**src/rtl/assert_macros.svh**
```systemverilog
// ----------------------------------------------------------------------------
// Assertion macros
// Shared concurrent assertion forms for the loader. They compile away when
// NO_ASSERTIONS is defined.
// ----------------------------------------------------------------------------
`ifndef ASSERT_MACROS_SVH
`define ASSERT_MACROS_SVH

`ifndef NO_ASSERTIONS

`define ASSERT_IMPLIES(label, clk, rst, ante, cons) \
   label: assert property (@(posedge clk) disable iff (rst) (ante) |-> (cons)) \
      else $error("%m: same-cycle check failed");

`define ASSERT_NEXT(label, clk, rst, ante, cons) \
   label: assert property (@(posedge clk) disable iff (rst) (ante) |=> (cons)) \
      else $error("%m: next-cycle check failed");

`else

`define ASSERT_IMPLIES(label, clk, rst, ante, cons)

`define ASSERT_NEXT(label, clk, rst, ante, cons)

`endif

`endif

```
**src/rtl/srl_pkg.sv**
```systemverilog
// ----------------------------------------------------------------------------
// S-record loader package
// Character codes, result kinds, parser phases and the records passed
// between the classifier, the parser and the queues.
// ----------------------------------------------------------------------------
package srl_pkg;

   localparam logic [7:0] CH_S    = 8'h53;
   localparam logic [7:0] CH_0    = 8'h30;
   localparam logic [7:0] CH_3    = 8'h33;
   localparam logic [7:0] CH_7    = 8'h37;
   localparam logic [7:0] CH_9    = 8'h39;
   localparam logic [7:0] CH_UA   = 8'h41;
   localparam logic [7:0] CH_UF   = 8'h46;
   localparam logic [7:0] CH_LA   = 8'h61;
   localparam logic [7:0] CH_LF   = 8'h66;

   localparam logic [1:0] K_STORE = 2'd0;
   localparam logic [1:0] K_ROW   = 2'd1;
   localparam logic [1:0] K_DONE  = 2'd2;
   localparam logic [1:0] K_FATAL = 2'd3;

   localparam logic [2:0] SZ_NONE = 3'd0;
   localparam logic [2:0] SZ_BYTE = 3'd1;
   localparam logic [2:0] SZ_HALF = 3'd2;
   localparam logic [2:0] SZ_WORD = 3'd4;

   typedef enum logic [3:0] {
      PH_HUNT,
      PH_TYPE,
      PH_LEN,
      PH_SKIP,
      PH_ADDR,
      PH_DATA,
      PH_CSUM,
      PH_DONE,
      PH_HALT
   } phase_type;

   // One received character after classification.
   typedef struct packed {
      logic [7:0] rx_byte;
      logic [3:0] nibble;
      logic       is_hex;
      logic       is_dec;
      logic       is_s;
   } char_type;

   typedef struct packed {
      logic [1:0]  kind;
      logic [31:0] store_address;
      logic [31:0] store_data;
      logic [2:0]  store_size;
      logic [15:0] row_number;
      logic [15:0] error_code;
   } rsp_type;

   typedef struct packed {
      logic [2:0] size;
      logic [3:0] digits;
      phase_type  phase;
   } chunk_type;

   // Parser status toward the top level.
   typedef struct packed {
      logic    take;
      logic    push;
      logic    terminal;
      rsp_type rsp;
   } back_status_type;

endpackage

```
**src/rtl/srecord_loader.sv**
```systemverilog
// A result can be popped once the character that completes it has passed
// through the character queue and then the result queue. Throughput: one
// character per cycle while the result queue has room; characters that give
// no result take no extra time. Reset (synchronous, active high) empties
// both queues and returns the parser to the hunt for 'S' with the row
// counter at one.
// ----------------------------------------------------------------------------
// S-record loader
// Character classifier and queue in front, record parser and result queue
// behind it.
// ----------------------------------------------------------------------------
`include "assert_macros.svh"

module srecord_loader #(
   parameter int ADDR_WIDTH = 32
) (
   input  logic        clock,
   input  logic        reset,
   input  logic        req_push,
   input  logic [7:0]  req_rx_byte,
   output logic        req_full,
   input  logic        rsp_pop,
   output logic        rsp_empty,
   output logic [1:0]  rsp_kind,
   output logic [31:0] rsp_store_address,
   output logic [31:0] rsp_store_data,
   output logic [2:0]  rsp_store_size,
   output logic [15:0] rsp_row_number,
   output logic [15:0] rsp_error_code
);
   import srl_pkg::*;

   char_type        front_item;
   char_type        queued_item;
   logic            item_empty;
   logic            rsp_full;
   back_status_type back_status;
   rsp_type         rsp_head;
   logic            store_push;
   logic            size_legal;

   srl_front u_front (
      .rx_byte (req_rx_byte),
      .item    (front_item)
   );

   srl_queue #(
      .WIDTH ($bits(char_type)),
      .DEPTH (2)
   ) u_char_queue (
      .clock   (clock),
      .reset   (reset),
      .push    (req_push),
      .wr_data (front_item),
      .full    (req_full),
      .pop     (back_status.take),
      .rd_data (queued_item),
      .empty   (item_empty)
   );

   srl_back #(
      .ADDR_WIDTH (ADDR_WIDTH)
   ) u_back (
      .clock      (clock),
      .reset      (reset),
      .item       (queued_item),
      .item_empty (item_empty),
      .rsp_full   (rsp_full),
      .status     (back_status)
   );

   srl_queue #(
      .WIDTH ($bits(rsp_type)),
      .DEPTH (2)
   ) u_rsp_queue (
      .clock   (clock),
      .reset   (reset),
      .push    (back_status.push),
      .wr_data (back_status.rsp),
      .full    (rsp_full),
      .pop     (rsp_pop),
      .rd_data (rsp_head),
      .empty   (rsp_empty)
   );

   assign rsp_kind          = rsp_head.kind;
   assign rsp_store_address = rsp_head.store_address;
   assign rsp_store_data    = rsp_head.store_data;
   assign rsp_store_size    = rsp_head.store_size;
   assign rsp_row_number    = rsp_head.row_number;
   assign rsp_error_code    = rsp_head.error_code;

   assign store_push = back_status.push && (back_status.rsp.kind == K_STORE);
   assign size_legal = (back_status.rsp.store_size == SZ_BYTE) ||
                       (back_status.rsp.store_size == SZ_HALF) ||
                       (back_status.rsp.store_size == SZ_WORD);

   // Once finished or halted, the parser never produces another result.
   `ASSERT_NEXT(a_terminal_quiet, clock, reset, back_status.terminal, !back_status.push)
   // A store result always carries a legal width.
   `ASSERT_IMPLIES(a_store_size, clock, reset, store_push, size_legal)
   // The parser only steps while the result queue has room.
   `ASSERT_IMPLIES(a_no_overflow, clock, reset, back_status.push, !rsp_full && !item_empty)
   // A result appears only after the parser pushed one.
   `ASSERT_IMPLIES(a_rsp_source, clock, reset, $fell(rsp_empty), $past(back_status.push))

endmodule

```
**src/rtl/srl_queue.sv**
```systemverilog
// ----------------------------------------------------------------------------
// Loader queue
// Small register queue with full and empty flags; the head entry is shown
// on the read port while the queue is not empty.
// ----------------------------------------------------------------------------
module srl_queue #(
   parameter int WIDTH = 8,
   parameter int DEPTH = 2
) (
   input  logic             clock,
   input  logic             reset,
   input  logic             push,
   input  logic [WIDTH-1:0] wr_data,
   output logic             full,
   input  logic             pop,
   output logic [WIDTH-1:0] rd_data,
   output logic             empty
);
   localparam int PTR_W = (DEPTH > 1) ? $clog2(DEPTH) : 1;
   localparam int CNT_W = $clog2(DEPTH + 1);

   logic [WIDTH-1:0] mem_ff [DEPTH];
   logic [PTR_W-1:0] wr_ptr_ff, wr_ptr_in;
   logic [PTR_W-1:0] rd_ptr_ff, rd_ptr_in;
   logic [CNT_W-1:0] count_ff, count_in;
   logic             do_push, do_pop;

   assign full    = (count_ff == CNT_W'(DEPTH));
   assign empty   = (count_ff == '0);
   assign do_push = push && !full;
   assign do_pop  = pop && !empty;
   assign rd_data = mem_ff[rd_ptr_ff];

   always_comb begin
      wr_ptr_in = wr_ptr_ff;
      rd_ptr_in = rd_ptr_ff;
      count_in  = count_ff;
      if (do_push) begin
         wr_ptr_in = (wr_ptr_ff == PTR_W'(DEPTH - 1)) ? '0 : wr_ptr_ff + PTR_W'(1);
      end
      if (do_pop) begin
         rd_ptr_in = (rd_ptr_ff == PTR_W'(DEPTH - 1)) ? '0 : rd_ptr_ff + PTR_W'(1);
      end
      if (do_push && !do_pop) begin
         count_in = count_ff + CNT_W'(1);
      end else if (do_pop && !do_push) begin
         count_in = count_ff - CNT_W'(1);
      end
   end

   always_ff @(posedge clock) begin
      if (reset) begin
         wr_ptr_ff <= '0;
         rd_ptr_ff <= '0;
         count_ff  <= '0;
      end else begin
         wr_ptr_ff <= wr_ptr_in;
         rd_ptr_ff <= rd_ptr_in;
         count_ff  <= count_in;
      end
   end

   always_ff @(posedge clock) begin
      if (do_push) begin
         mem_ff[wr_ptr_ff] <= wr_data;
      end
   end

endmodule

```
**src/rtl/srl_front.sv**
```systemverilog
// ----------------------------------------------------------------------------
// Loader character classifier
// Decodes each received character into its hex value and the flags the
// parser tests, before it enters the character queue.
// ----------------------------------------------------------------------------
module srl_front (
   input  logic [7:0]       rx_byte,
   output srl_pkg::char_type item
);
   import srl_pkg::*;

   always_comb begin
      item         = '0;
      item.rx_byte = rx_byte;
      item.is_s    = (rx_byte == CH_S);
      item.is_dec  = (rx_byte inside {[CH_0:CH_9]});
      if (rx_byte inside {[CH_0:CH_9]}) begin
         item.is_hex = 1'b1;
         item.nibble = 4'(rx_byte - CH_0);
      end else if (rx_byte inside {[CH_UA:CH_UF]}) begin
         item.is_hex = 1'b1;
         item.nibble = 4'(rx_byte - CH_UA + 8'd10);
      end else if (rx_byte inside {[CH_LA:CH_LF]}) begin
         item.is_hex = 1'b1;
         item.nibble = 4'(rx_byte - CH_LA + 8'd10);
      end
   end

endmodule

```
**src/rtl/srl_back.sv**
```systemverilog
// ----------------------------------------------------------------------------
// Loader record parser
// Walks the record structure one classified character at a time and
// produces store, row, finish and halt results.
// ----------------------------------------------------------------------------
module srl_back #(
   parameter int ADDR_WIDTH = 32
) (
   input  logic                     clock,
   input  logic                     reset,
   input  srl_pkg::char_type        item,
   input  logic                     item_empty,
   input  logic                     rsp_full,
   output srl_pkg::back_status_type status
);
   import srl_pkg::*;

   phase_type             phase_ff, phase_in;
   logic [3:0]            digits_ff, digits_in;
   logic [31:0]           acc_ff, acc_in;
   logic [7:0]            rkind_ff, rkind_in;
   logic [15:0]           remain_ff, remain_in;
   logic [ADDR_WIDTH-1:0] wptr_ff, wptr_in;
   logic [15:0]           row_ff, row_in;
   logic [2:0]            psize_ff, psize_in;

   logic                  take;
   logic [31:0]           digit32;
   logic [31:0]           acc_shift;
   logic [3:0]            digits_dec;
   logic [15:0]           len;
   logic [15:0]           remain_data;
   logic [31:0]           data_masked;
   chunk_type             chunk;

   // Picks the next store size from the signed count of data bytes left.
   function automatic chunk_type pick_chunk(input logic [15:0] left);
      chunk_type c;
      if ($signed(left) > 16'sd4) begin
         c = '{size: SZ_WORD, digits: 4'd8, phase: PH_DATA};
      end else if ($signed(left) > 16'sd2) begin
         c = '{size: SZ_HALF, digits: 4'd4, phase: PH_DATA};
      end else if ($signed(left) > 16'sd1) begin
         c = '{size: SZ_BYTE, digits: 4'd2, phase: PH_DATA};
      end else begin
         c = '{size: SZ_NONE, digits: 4'd2, phase: PH_CSUM};
      end
      return c;
   endfunction

   assign take       = !item_empty && !rsp_full;
   // A character that is not a hex digit counts as minus one.
   assign digit32    = item.is_hex ? {28'd0, item.nibble} : 32'hFFFF_FFFF;
   assign acc_shift  = {acc_ff[27:0], 4'd0} + digit32;
   assign digits_dec = (digits_ff != 4'd0) ? digits_ff - 4'd1 : 4'd0;
   assign len        = acc_shift[15:0];
   assign remain_data = remain_ff - {13'd0, psize_ff};

   always_comb begin
      data_masked = acc_shift;
      if (psize_ff == SZ_HALF) begin
         data_masked = {16'd0, acc_shift[15:0]};
      end else if (psize_ff == SZ_BYTE) begin
         data_masked = {24'd0, acc_shift[7:0]};
      end
   end

   always_comb begin
      phase_in  = phase_ff;
      digits_in = digits_ff;
      acc_in    = acc_ff;
      rkind_in  = rkind_ff;
      remain_in = remain_ff;
      wptr_in   = wptr_ff;
      row_in    = row_ff;
      psize_in  = psize_ff;
      chunk     = pick_chunk(remain_ff);

      status                = '0;
      status.take           = take;
      status.terminal       = (phase_ff == PH_DONE) || (phase_ff == PH_HALT);
      status.rsp.row_number = row_ff;

      if (take) begin
         case (phase_ff)
            PH_HUNT: begin
               if (item.is_s) begin
                  phase_in = PH_TYPE;
               end
            end
            PH_TYPE: begin
               rkind_in = item.rx_byte;
               if (!item.is_dec) begin
                  phase_in              = PH_HALT;
                  status.push           = 1'b1;
                  status.rsp.kind       = K_FATAL;
                  status.rsp.error_code = {item.rx_byte, 8'd0} + row_ff;
               end else begin
                  phase_in  = PH_LEN;
                  digits_in = 4'd2;
                  acc_in    = '0;
               end
            end
            PH_LEN: begin
               acc_in    = acc_shift;
               digits_in = digits_dec;
               if (digits_dec == 4'd0) begin
                  status.push = 1'b1;
                  case (rkind_ff)
                     CH_0: begin
                        remain_in       = {len[14:0], 1'b0};
                        status.rsp.kind = K_ROW;
                        if (len[14:0] == 15'd0) begin
                           row_in   = row_ff + 16'd1;
                           phase_in = PH_HUNT;
                        end else begin
                           phase_in = PH_SKIP;
                        end
                     end
                     CH_3: begin
                        remain_in       = len - 16'd4;
                        phase_in        = PH_ADDR;
                        digits_in       = 4'd8;
                        acc_in          = '0;
                        status.rsp.kind = K_ROW;
                     end
                     CH_7: begin
                        remain_in = {len[14:0], 1'b0};
                        if (len[14:0] == 15'd0) begin
                           phase_in        = PH_DONE;
                           status.rsp.kind = K_DONE;
                        end else begin
                           phase_in        = PH_SKIP;
                           status.rsp.kind = K_ROW;
                        end
                     end
                     CH_9: begin
                        phase_in        = PH_DONE;
                        status.rsp.kind = K_DONE;
                     end
                     default: begin
                        phase_in              = PH_HALT;
                        status.rsp.kind       = K_FATAL;
                        status.rsp.error_code = {rkind_ff, 8'd0} + row_ff;
                     end
                  endcase
               end
            end
            PH_SKIP: begin
               remain_in = remain_ff - 16'd1;
               if (remain_ff == 16'd1) begin
                  if (rkind_ff == CH_7) begin
                     phase_in        = PH_DONE;
                     status.push     = 1'b1;
                     status.rsp.kind = K_DONE;
                  end else begin
                     row_in   = row_ff + 16'd1;
                     phase_in = PH_HUNT;
                  end
               end
            end
            PH_ADDR: begin
               acc_in    = acc_shift;
               digits_in = digits_dec;
               if (digits_dec == 4'd0) begin
                  wptr_in   = acc_shift[ADDR_WIDTH-1:0];
                  acc_in    = '0;
                  psize_in  = chunk.size;
                  digits_in = chunk.digits;
                  phase_in  = chunk.phase;
               end
            end
            PH_DATA: begin
               acc_in    = acc_shift;
               digits_in = digits_dec;
               if (digits_dec == 4'd0) begin
                  status.push              = 1'b1;
                  status.rsp.kind          = K_STORE;
                  status.rsp.store_address = 32'(wptr_ff);
                  status.rsp.store_data    = data_masked;
                  status.rsp.store_size    = psize_ff;
                  wptr_in   = wptr_ff + ADDR_WIDTH'(psize_ff);
                  remain_in = remain_data;
                  chunk     = pick_chunk(remain_data);
                  acc_in    = '0;
                  psize_in  = chunk.size;
                  digits_in = chunk.digits;
                  phase_in  = chunk.phase;
               end
            end
            PH_CSUM: begin
               digits_in = digits_dec;
               if (digits_dec == 4'd0) begin
                  row_in   = row_ff + 16'd1;
                  phase_in = PH_HUNT;
               end
            end
            default: begin
               // Finished or halted: characters are dropped.
               phase_in = phase_ff;
            end
         endcase
      end
   end

   always_ff @(posedge clock) begin
      if (reset) begin
         phase_ff  <= PH_HUNT;
         digits_ff <= '0;
         acc_ff    <= '0;
         rkind_ff  <= '0;
         remain_ff <= '0;
         wptr_ff   <= '0;
         row_ff    <= 16'd1;
         psize_ff  <= '0;
      end else begin
         phase_ff  <= phase_in;
         digits_ff <= digits_in;
         acc_ff    <= acc_in;
         rkind_ff  <= rkind_in;
         remain_ff <= remain_in;
         wptr_ff   <= wptr_in;
         row_ff    <= row_in;
         psize_ff  <= psize_in;
      end
   end

endmodule

```
**config.mk**
```make
export PLATFORM = sky130hd
export DESIGN_NAME = srecord_loader
export DESIGN_NICKNAME = d
export VERILOG_FILES = /design/src/rtl/srl_pkg.sv /design/src/rtl/srecord_loader.sv /design/src/rtl/srl_queue.sv /design/src/rtl/srl_front.sv /design/src/rtl/srl_back.sv
export VERILOG_INCLUDE_DIRS = /design/src /design/src/rtl
export SDC_FILE = /design/constraint.sdc
export NUM_CORES = 1
export LEC_CHECK = 0
export BUFFER_PORTS_ARGS = -buffer_cell sky130_fd_sc_hd__buf_4
export CAP_MARGIN = 0
export CORE_MARGIN = 4
export CORE_UTILIZATION = 25
export DETAILED_ROUTE_END_ITERATION = 10
export GPL_TIMING_DRIVEN = 0
export PLACE_DENSITY = 0.39
export RECOVER_POWER = 100
export SYNTH_ARGS = -nofsm -noshare
export SYNTH_HDL_FRONTEND = slang
export SYNTH_HIERARCHICAL = 1
export SYNTH_SLANG_ARGS = --single-unit
export TNS_END_PERCENT = 5
```
**constraint.sdc**
```tcl
create_clock -name clock -period 5.1 [get_ports clock]
set_input_delay 0.765 -clock clock [delete_from_list [all_inputs] [get_ports clock]]
set_output_delay 0.765 -clock clock [all_outputs]
set_load 0.01 [all_outputs]
```
==> results.cfg <==
[clocking]
cts-buffers-inserted = 44
root_buffer = clkbuf_16
cts_max_level = 2
cts.reportedPaths.clkPinSlew_ps = 60
cts_sinks = 353
hold_buffers = 0
clk_path_buf_depth = 3
insertion_delay_ps = 580
cts_tree = built

[place]
dp_slack_ps = -1380
dp_cells = 2868
io_buffer_count = 114
place_congestion = 0.889
post-dp-hpwl_mm = 44.7
placed_area_mm2 = 0.0208

[final_layout]
syn_to_final_growth_pct = 18.4
fin_area_mm2 = 0.0221
instances_no_fill = 2959
nets = 2039
post-route-util_pct = 30.1
drive_gt1_share_pct = 13.6
fillers = 7655
antenna_cells = 0

[sta]
setup_viol = 0
timing.final.crit_share_pct = 95.7
fmax_mhz = 205
hold_violations = 0
final_max_slew_viol_count = 0
maxSlewHeadroom_pct = 12.7
finalClockSkew_ps = 22.8
hold_ws_ps = 482
period_needed_ps = 4880
layout_setup_ws_ps = 218
tns_ps = 0
worst_pin_slew_ps = 1310

[detailed_routing]
drt-initial-drc-count = 963
drc_errors = 0
postRouteAntennaNets = 0
wirelength_mm = 62.2
wl_per_cell_um = 21.0
vias_per_cell = 4.96
first_pass_iters = 5
vias = 14700

[worst_setup_path]
cpPeakStageDelay_ps = 590
worstPathMaxFanout = 10
worstPathRequired_ps = 5410
critPathCaptureType = flop
cp-start-kind = flop
critPathArrivalTime_ps = 5200
crit_chain = buf_2, clkbuf_4, mux2_4, clkinvlp_4, buf_4, ha_1, inv_1, fa_1, nor2b_1, o31a_1, o211a_1, nor4_2, o2111ai_4, o31ai_1, nor3_1, o21a_1
rrSetupSlack_ps = 220
crit_type = reg -> reg
critPathSlowestCell = nor4_2

[pwr]
power_leakage_nw = 7.50
powerDensity_mw_per_mm2 = 414
ir_drop_mv = 0.243
power_mw = 9.15

[die]
fp.dieW_um = 281
rows = 99
die_h_um = 281
start_util_pct = 25.4
coreArea_mm2 = 0.0735
num_io_pins = 115
die_area_mm2 = 0.0791

[global_route]
grt_overflow = 0
grt_use_total_pct = 15.4
antenna_found_initial = 1
grt_pass1_vias = 14800
grt_pass1_wl_mm = 93.3
grt_max_degree = 59

[hold_path]
hp-class = reg -> reg

[synthesis]
avgSynthCellArea_um2 = 10.4
synthesis.area_mm2 = 0.0187
post_synth_inst_count = 1793
syn-num-nets = 1868
synth_warnings = 6

[run]
drv_cap = 0

[run_status]
status = complete, no violations
[layer usage]
metal	routed length (µm)	track usage, %	up-vias
li1	-	-	6983
met1	27500	19.9	7238
met2	29800	26.3	359
met3	3080	2.64	84
met4	1800	5.00	0
met5	0	0	-
[critical path: cells and delay by family (launching register included)]
family / cells / cell delay (ps)
flip-flops: 1 / 300
adder cells (fa/ha/maj): 2 / 590
buffers and inverters: 5 / 860
multiplexers: 1 / 340
AND/OR/NAND/NOR: 3 / 810
AO/OA/AOI/OAI: 5 / 1680
[power by group]
| part | leakage [nW] | internal [mW] | switching [mW] |
|---|---|---|---|
| clock | 0.758 | 1.94 | 1.28 |
| combinational | 3.81 | 0.951 | 1.67 |
| sequential | 2.93 | 3.24 | 0.0698 |
[worst paths after layout]
kind,startpoint,end,cells after the start
worst min-delay path,u_back/wptr_ff[1]$_SDFFE_PP0P_,u_back/wptr_ff[1]$_SDFFE_PP0P_,2
worst min register to register,u_back/wptr_ff[1]$_SDFFE_PP0P_,u_back/wptr_ff[1]$_SDFFE_PP0P_,2
worst max register to register,flop,u_rsp_queue/mem_ff[0][99]$_DFFE_PP_,16
worst max-delay path,flop,u_rsp_queue/mem_ff[0][99]$_DFFE_PP_,16
[flip-flops by register name (all words and copies together) (netlist names), 4 cells and up, named ones only]
name / count
u_back/row_ff: 16
u_back/acc_ff: 28
u_back/phase_ff: 4
u_rsp_queue/mem_ff: 202
u_back/wptr_ff: 32
u_back/remain_ff: 16
u_back/rkind_ff: 8
u_back/digits_ff: 4
u_char_queue/mem_ff: 30
[cell usage in the layout (no fill, tap or decap), drive strengths merged, types with 13 or more instances in the layout]
cell type	count
edfxtp	232
clkbuf	225
nor2	224
a21oi	125
dfxtp	121
mux2	116
nand2	94
o21ai	94
buf	68
nor3	63
ha	58
and2	52
inv	45
nand3	39
xor2	39
a22oi	32
xnor2	28
a211oi	24
nor2b	23
nand4	20
and3	19
a21o	15
mux2i	15
nand2b	14
o21a	13
or3	13
[cell type report]
type                       instances  area (µm²)  share of cell area, %
clock buffer                      64        1380                   6.24
timing repair inverter             1        7.51                 0.0340
sequential                       353        9390                   42.5
timing repair buffer             125         719                   3.26
clock inverter                    18         139                  0.628
multi-input combinational       1293        8670                   39.2
buffer                           104         432                   1.95
tap                              959        1200                   5.43
inverter                          42         166                  0.753
[timing repair]
| action | CTS | global route |
|---|---|---|
| gates resized for setup | 8 | 8 |
| gates cloned | 1 | 0 |
| pin swaps | 3 | 3 |
| setup buffers | 6 | 3 |
| setup endpoints to repair | 87 | 50 |
(Power assumes the default switching activity.)
